==> config.mk <==
export PLATFORM = sky130hd
export DESIGN_NAME = spc_mixer
export DESIGN_NICKNAME = d
export VERILOG_FILES = /design/src/sv/spc_pkg.sv /design/src/sv/spc_mixer.sv
export SDC_FILE = /design/constraint.sdc
export NUM_CORES = 2
export LEC_CHECK = 0
export BUFFER_PORTS_ARGS = -buffer_cell sky130_fd_sc_hd__buf_2
export CAP_MARGIN = 40
export CORE_MARGIN = 8
export CORE_UTILIZATION = 40
export DETAILED_ROUTE_END_ITERATION = 8
export GPL_TIMING_DRIVEN = 0
export PLACE_DENSITY = 0.53
export SYNTH_ARGS = -nofsm -noshare
export SYNTH_HDL_FRONTEND = slang
export SYNTH_SLANG_ARGS = --single-unit
==> constraint.sdc <==
create_clock -name clock -period 11.7 [get_ports clock]
set_input_delay 0 -clock clock [delete_from_list [all_inputs] [get_ports clock]]
set_output_delay 0 -clock clock [all_outputs]
set_load 0.01 [all_outputs]
==> src/sv/spc_pkg.sv <==
// Shared types and constants of the SplitMix page pattern checker.
// No dependencies; every other file of the block imports this package.
package spc_pkg;

   // SplitMix64 constants.
   localparam logic [63:0] GOLDEN_GAMMA = 64'h9E3779B97F4A7C15;
   localparam logic [63:0] MIX_MUL_A    = 64'hBF58476D1CE4E5B9;
   localparam logic [63:0] MIX_MUL_B    = 64'h94D049BB133111EB;
   localparam int unsigned MIX_SHIFT_0  = 30;
   localparam int unsigned MIX_SHIFT_1  = 27;
   localparam int unsigned MIX_SHIFT_2  = 31;

   // Configuration register indexes.
   localparam int unsigned CSR_INDEX_W = 1;
   localparam logic [CSR_INDEX_W-1:0] CSR_PATTERN_SEED  = 1'd0;
   localparam logic [CSR_INDEX_W-1:0] CSR_COMPARE_LIMIT = 1'd1;
   localparam int unsigned LIMIT_W = 17;

   // Operation codes.
   localparam logic OP_FILL   = 1'b0;
   localparam logic OP_VERIFY = 1'b1;

   // Page status codes.
   localparam logic [1:0] PAGE_PASS     = 2'd0;
   localparam logic [1:0] PAGE_MISMATCH = 2'd1;
   localparam logic [1:0] PAGE_OVERRUN  = 2'd2;

   typedef enum logic [0:0] {
      TOP_IDLE,
      TOP_BUSY
   } top_state_type;

   typedef enum logic [2:0] {
      MX_IDLE,
      MX_MUL0,
      MX_MUL1,
      MX_MUL2,
      MX_POST,
      MX_DONE
   } mix_state_type;

   typedef enum logic [1:0] {
      PH_PAGE,
      PH_MIXA,
      PH_MIXB
   } mix_phase_type;

   typedef struct packed {
      logic start;
      logic ack;
   } mix_ctrl_type;

endpackage

==> src/sv/spc_mixer.sv <==
// Iterative SplitMix64 block word generator built around one 32x32 multiplier.
// Depends on spc_pkg for constants, the sequencer enums and the control struct.
module spc_mixer import spc_pkg::*; (
   input  logic         clock,
   input  logic         reset,
   input  mix_ctrl_type ctrl,
   input  logic [63:0]  page,
   input  logic [63:0]  seed,
   input  logic [63:0]  block_index,
   output logic         done,
   output logic [63:0]  word
);

   mix_state_type state_ff, state_in;
   mix_phase_type phase_ff, phase_in;
   logic [63:0]   opnd_ff, opnd_in;
   logic [63:0]   acc_ff, acc_in;
   logic [63:0]   word_ff, word_in;
   logic [63:0]   mul_const;
   logic [31:0]   mul_x, mul_y;
   logic [63:0]   prod;
   logic [63:0]   pre_mix;

   // Next state.
   always_comb begin
      state_in = state_ff;
      case (state_ff)
         MX_IDLE: if (ctrl.start) state_in = MX_MUL0;
         MX_MUL0: state_in = MX_MUL1;
         MX_MUL1: state_in = MX_MUL2;
         MX_MUL2: state_in = MX_POST;
         MX_POST: state_in = (phase_ff == PH_MIXB) ? MX_DONE : MX_MUL0;
         MX_DONE: if (ctrl.ack) state_in = MX_IDLE;
         default: state_in = MX_IDLE;
      endcase
   end

   // Outputs of the sequencer: operand selection for the shared multiplier.
   always_comb begin
      case (phase_ff)
         PH_PAGE: mul_const = GOLDEN_GAMMA;
         PH_MIXA: mul_const = MIX_MUL_A;
         PH_MIXB: mul_const = MIX_MUL_B;
         default: mul_const = GOLDEN_GAMMA;
      endcase
      mul_x = (state_ff == MX_MUL2) ? opnd_ff[63:32] : opnd_ff[31:0];
      mul_y = (state_ff == MX_MUL1) ? mul_const[63:32] : mul_const[31:0];
      done  = (state_ff == MX_DONE);
   end

   assign prod    = mul_x * mul_y;
   assign pre_mix = (seed ^ acc_ff ^ block_index) + GOLDEN_GAMMA;

   // Datapath: low 64 bits of a 64x64 product from three partial products, and the mixing step after each multiply.
   always_comb begin
      phase_in = phase_ff;
      opnd_in  = opnd_ff;
      acc_in   = acc_ff;
      word_in  = word_ff;
      case (state_ff)
         MX_IDLE: begin
            if (ctrl.start) begin
               phase_in = PH_PAGE;
               opnd_in  = page;
            end
         end
         MX_MUL0: acc_in = prod;
         MX_MUL1: acc_in = acc_ff + {prod[31:0], 32'b0};
         MX_MUL2: acc_in = acc_ff + {prod[31:0], 32'b0};
         MX_POST: begin
            case (phase_ff)
               PH_PAGE: begin
                  opnd_in  = pre_mix ^ (pre_mix >> MIX_SHIFT_0);
                  phase_in = PH_MIXA;
               end
               PH_MIXA: begin
                  opnd_in  = acc_ff ^ (acc_ff >> MIX_SHIFT_1);
                  phase_in = PH_MIXB;
               end
               default: begin
                  word_in  = acc_ff ^ (acc_ff >> MIX_SHIFT_2);
                  phase_in = PH_PAGE;
               end
            endcase
         end
         default: ;
      endcase
   end

   always_ff @(posedge clock) begin
      if (reset) begin
         state_ff <= MX_IDLE;
         phase_ff <= PH_PAGE;
      end else begin
         state_ff <= state_in;
         phase_ff <= phase_in;
      end
      opnd_ff <= opnd_in;
      acc_ff  <= acc_in;
      word_ff <= word_in;
   end

   assign word = word_ff;

endmodule

==> run metrics <==
result of the run finished clean; H-tree level count 4; source of the worst hold timing path page[59]; number of max-cap violations 0; pins over their slew limit 0; largest area contributor in the netlist fa_1; Die ar. 0.123 mm^2; launching instance or port of the critical path state_ff[2]; Worst slew margin 29.2%; number of top-level pins 261; largest cells by area after synthesis fa_1 40%, edfxtp_1 13%, ha_1 8.5%; placement row count 123; EDFF count, synth 192; vias in the first global route 37472; DR pass1 iterations 7; achievable clock frequency 0.0875 GHz; DPL Wire Length 178000 um; Yosys cell types 71; ratio of final minimum period to clock period 97.7%; drt drc 0; share of the yosys chip area belonging to registers 13.1%; die outline width 351 um; clock buffers created by TritonCTS 17; share of final-layout standard cells stronger than drive strength 1 9.33%; Critical Path Sink Type register; setup violators final 0; min-delay worst type in -> reg; clock sink total 197; initial cell density of the core 40.1%; Die Span Y 351 um; Setup Crit Path Kind reg -> reg; worst path arrival time 11630 ps; post-synthesis net count 6129; maximum buffer depth of the clock tree 2; most common library cells after synthesis 961 x inv_1, 896 x fa_1, 586 x nand2_1; Synth-to-Final Area Change 12.3%; DR iter-0 viols 4569; post-synthesis average cell area 9.49 um^2; count leader, synth inv_1; beginning of the worst register-to-register path state_ff[2]; time the final worst path needs with I/O delays and setup 11430 ps; flops & latches, synth 197; total overflow reported by the global router 0; Finished Core Util 45.0%; Wirelength per Cell 30.0 um; cell with the largest stage delay on the worst path xnor2_1; clock network latency to the later pin of the worst-skew pair 460 ps; number of antenna violations at the first check in global routing 8; largest net degree at the start of global routing 32; clock slew at the register clock pins of the worst setup and hold paths 80 ps; fraction of post-synthesis cell area in the top cell type by area 39.9%; Most common cell on crit path fa_1; ys flop type edfxtp_1; vias 36627; Port-buffer cells 260; Hold Violations, Final 0; CP max FO 10; unrepaired setup endpoints after global routing yes; hold slack final 18.1 ps; Clock Root Buffer clkbuf_16; synthesized instance count 4733; Post-DRT Antenna Nets 0; global-route wire length before repair 281000 um; Req. time, crit path 11900 ps; kind of start point of the critical path register; Placer Congestion 1.04; TritonCTS clock tree done; total wire length 200000 um; fill cell instance count of the final layout 11237; cell area after synthesis 0.0449 mm^2; worst stage delay on the critical path 710 ps; warnings from Yosys 0; vias per std cell 5.49; largest clock skew in the final design 24.0 ps; Total GRT Usage 32.4%; worst slew pin tran 1060 ps; async set or reset register ratio after synthesis 0%; number of nets in the layout 6547; area of the core 0.112 mm^2
layout make-up:
class / instances / area, um^2 / share of cell area, %
multi-input combinational: 3386 / 35000 / 69.3
timing repair buffer: 406 / 2770 / 5.48
sequential: 197 / 5870 / 11.6
clock buffer: 19 / 453 / 0.898
tap: 1500 / 1880 / 3.72
antenna: 8 / 20.0 / 0.0397
clock inverter: 13 / 144 / 0.285
inverter: 969 / 3640 / 7.22
buffer: 174 / 723 / 1.43
cell families after synthesis:
group                    share of synthesized area, %
XOR/XNOR                                         8.26
AND/OR/NAND/NOR                                  11.9
flip-flops                                       13.1
multiplexers                                     1.19
adder cells (fa/ha/maj)                          48.4
buffers and inverters                            9.61
AO/OA/AOI/OAI                                    7.65
path summary, 6_finish.rpt:
path | end | slack (ps) | cells after the start
worst max-delay path | acc_ff[63] | 270 | 39
worst max register to register | acc_ff[63] | 270 | 39
worst min register to register | word[63] | 470 | 0
worst min-delay path | opnd_ff[59] | 20 | 3
per-layer routing:
layer  GRT usage, %  vias to the layer above  wire (um)
li1               -                    15447          -
met1           44.6                    18779      82000
met2           49.7                     1975      88100
met3           5.88                      426      18000
met4           15.2                        0      12100
met5              0                        -          0
cells in the final DEF, fill, tap and decap left out, drive strengths merged, types with 31 or more instances in the layout:
| master | count |
|---|---|
| and2 | 114 |
| fa | 896 |
| nand2 | 586 |
| nand3 | 49 |
| o21ai | 165 |
| a21oi | 200 |
| inv | 971 |
| xor2 | 124 |
| dlygate4sd3 | 57 |
| a21o | 79 |
| edfxtp | 192 |
| buf | 370 |
| clkbuf | 172 |
| nor2 | 305 |
| xnor2 | 180 |
| mux2i | 31 |
| nand2b | 66 |
| ha | 304 |
worst max-delay path, delay by kind of cell (launching register included):
family                     cells  cell delay (ps)
AOI/OAI and AO/OA              9             1700
muxes                          1              290
xor gates and xnor gates       3             1000
adders and majority gates     10             4580
and+or+nand+nor                9             1740
DFF                            1              330
buffers and inverters          7             1470
what timing repair did:
action | 4_1_cts | 5_1_grt
setup endpoints to repair | 14 | 6
gates resized for setup | 45 | 51
endpoints found under the hold margin | 55 | 4
setup buffers | 1 | 3
hold buffers | 53 | 4
pin swaps | 2 | 1
gates cloned | 0 | 0
through the flow:
step | instance area (um^2) | setup slack [ps] | instances | setup TNS (ps)
after floorplan | 44900 | 1090 | 4733 | 0
final | 50500 | 268 | 6672 | 0
after global routing | 50400 | -78.7 | 6665 | -116
after global placement | 48100 | -9510 | 6493 | -624120
after detailed placement | 49000 | -1670 | 6574 | -9650
after CTS | 50200 | 22.5 | 6657 | 0
flip-flops by register name (all words and copies together) (netlist names):
name / cells
acc_ff: 64
opnd_ff: 64
word: 64
state_ff: 3
phase_ff: 2
Power is left out: the tool's default activity adds up to more than one toggle a clock period on the data nets, which glitch-free logic cannot reach.
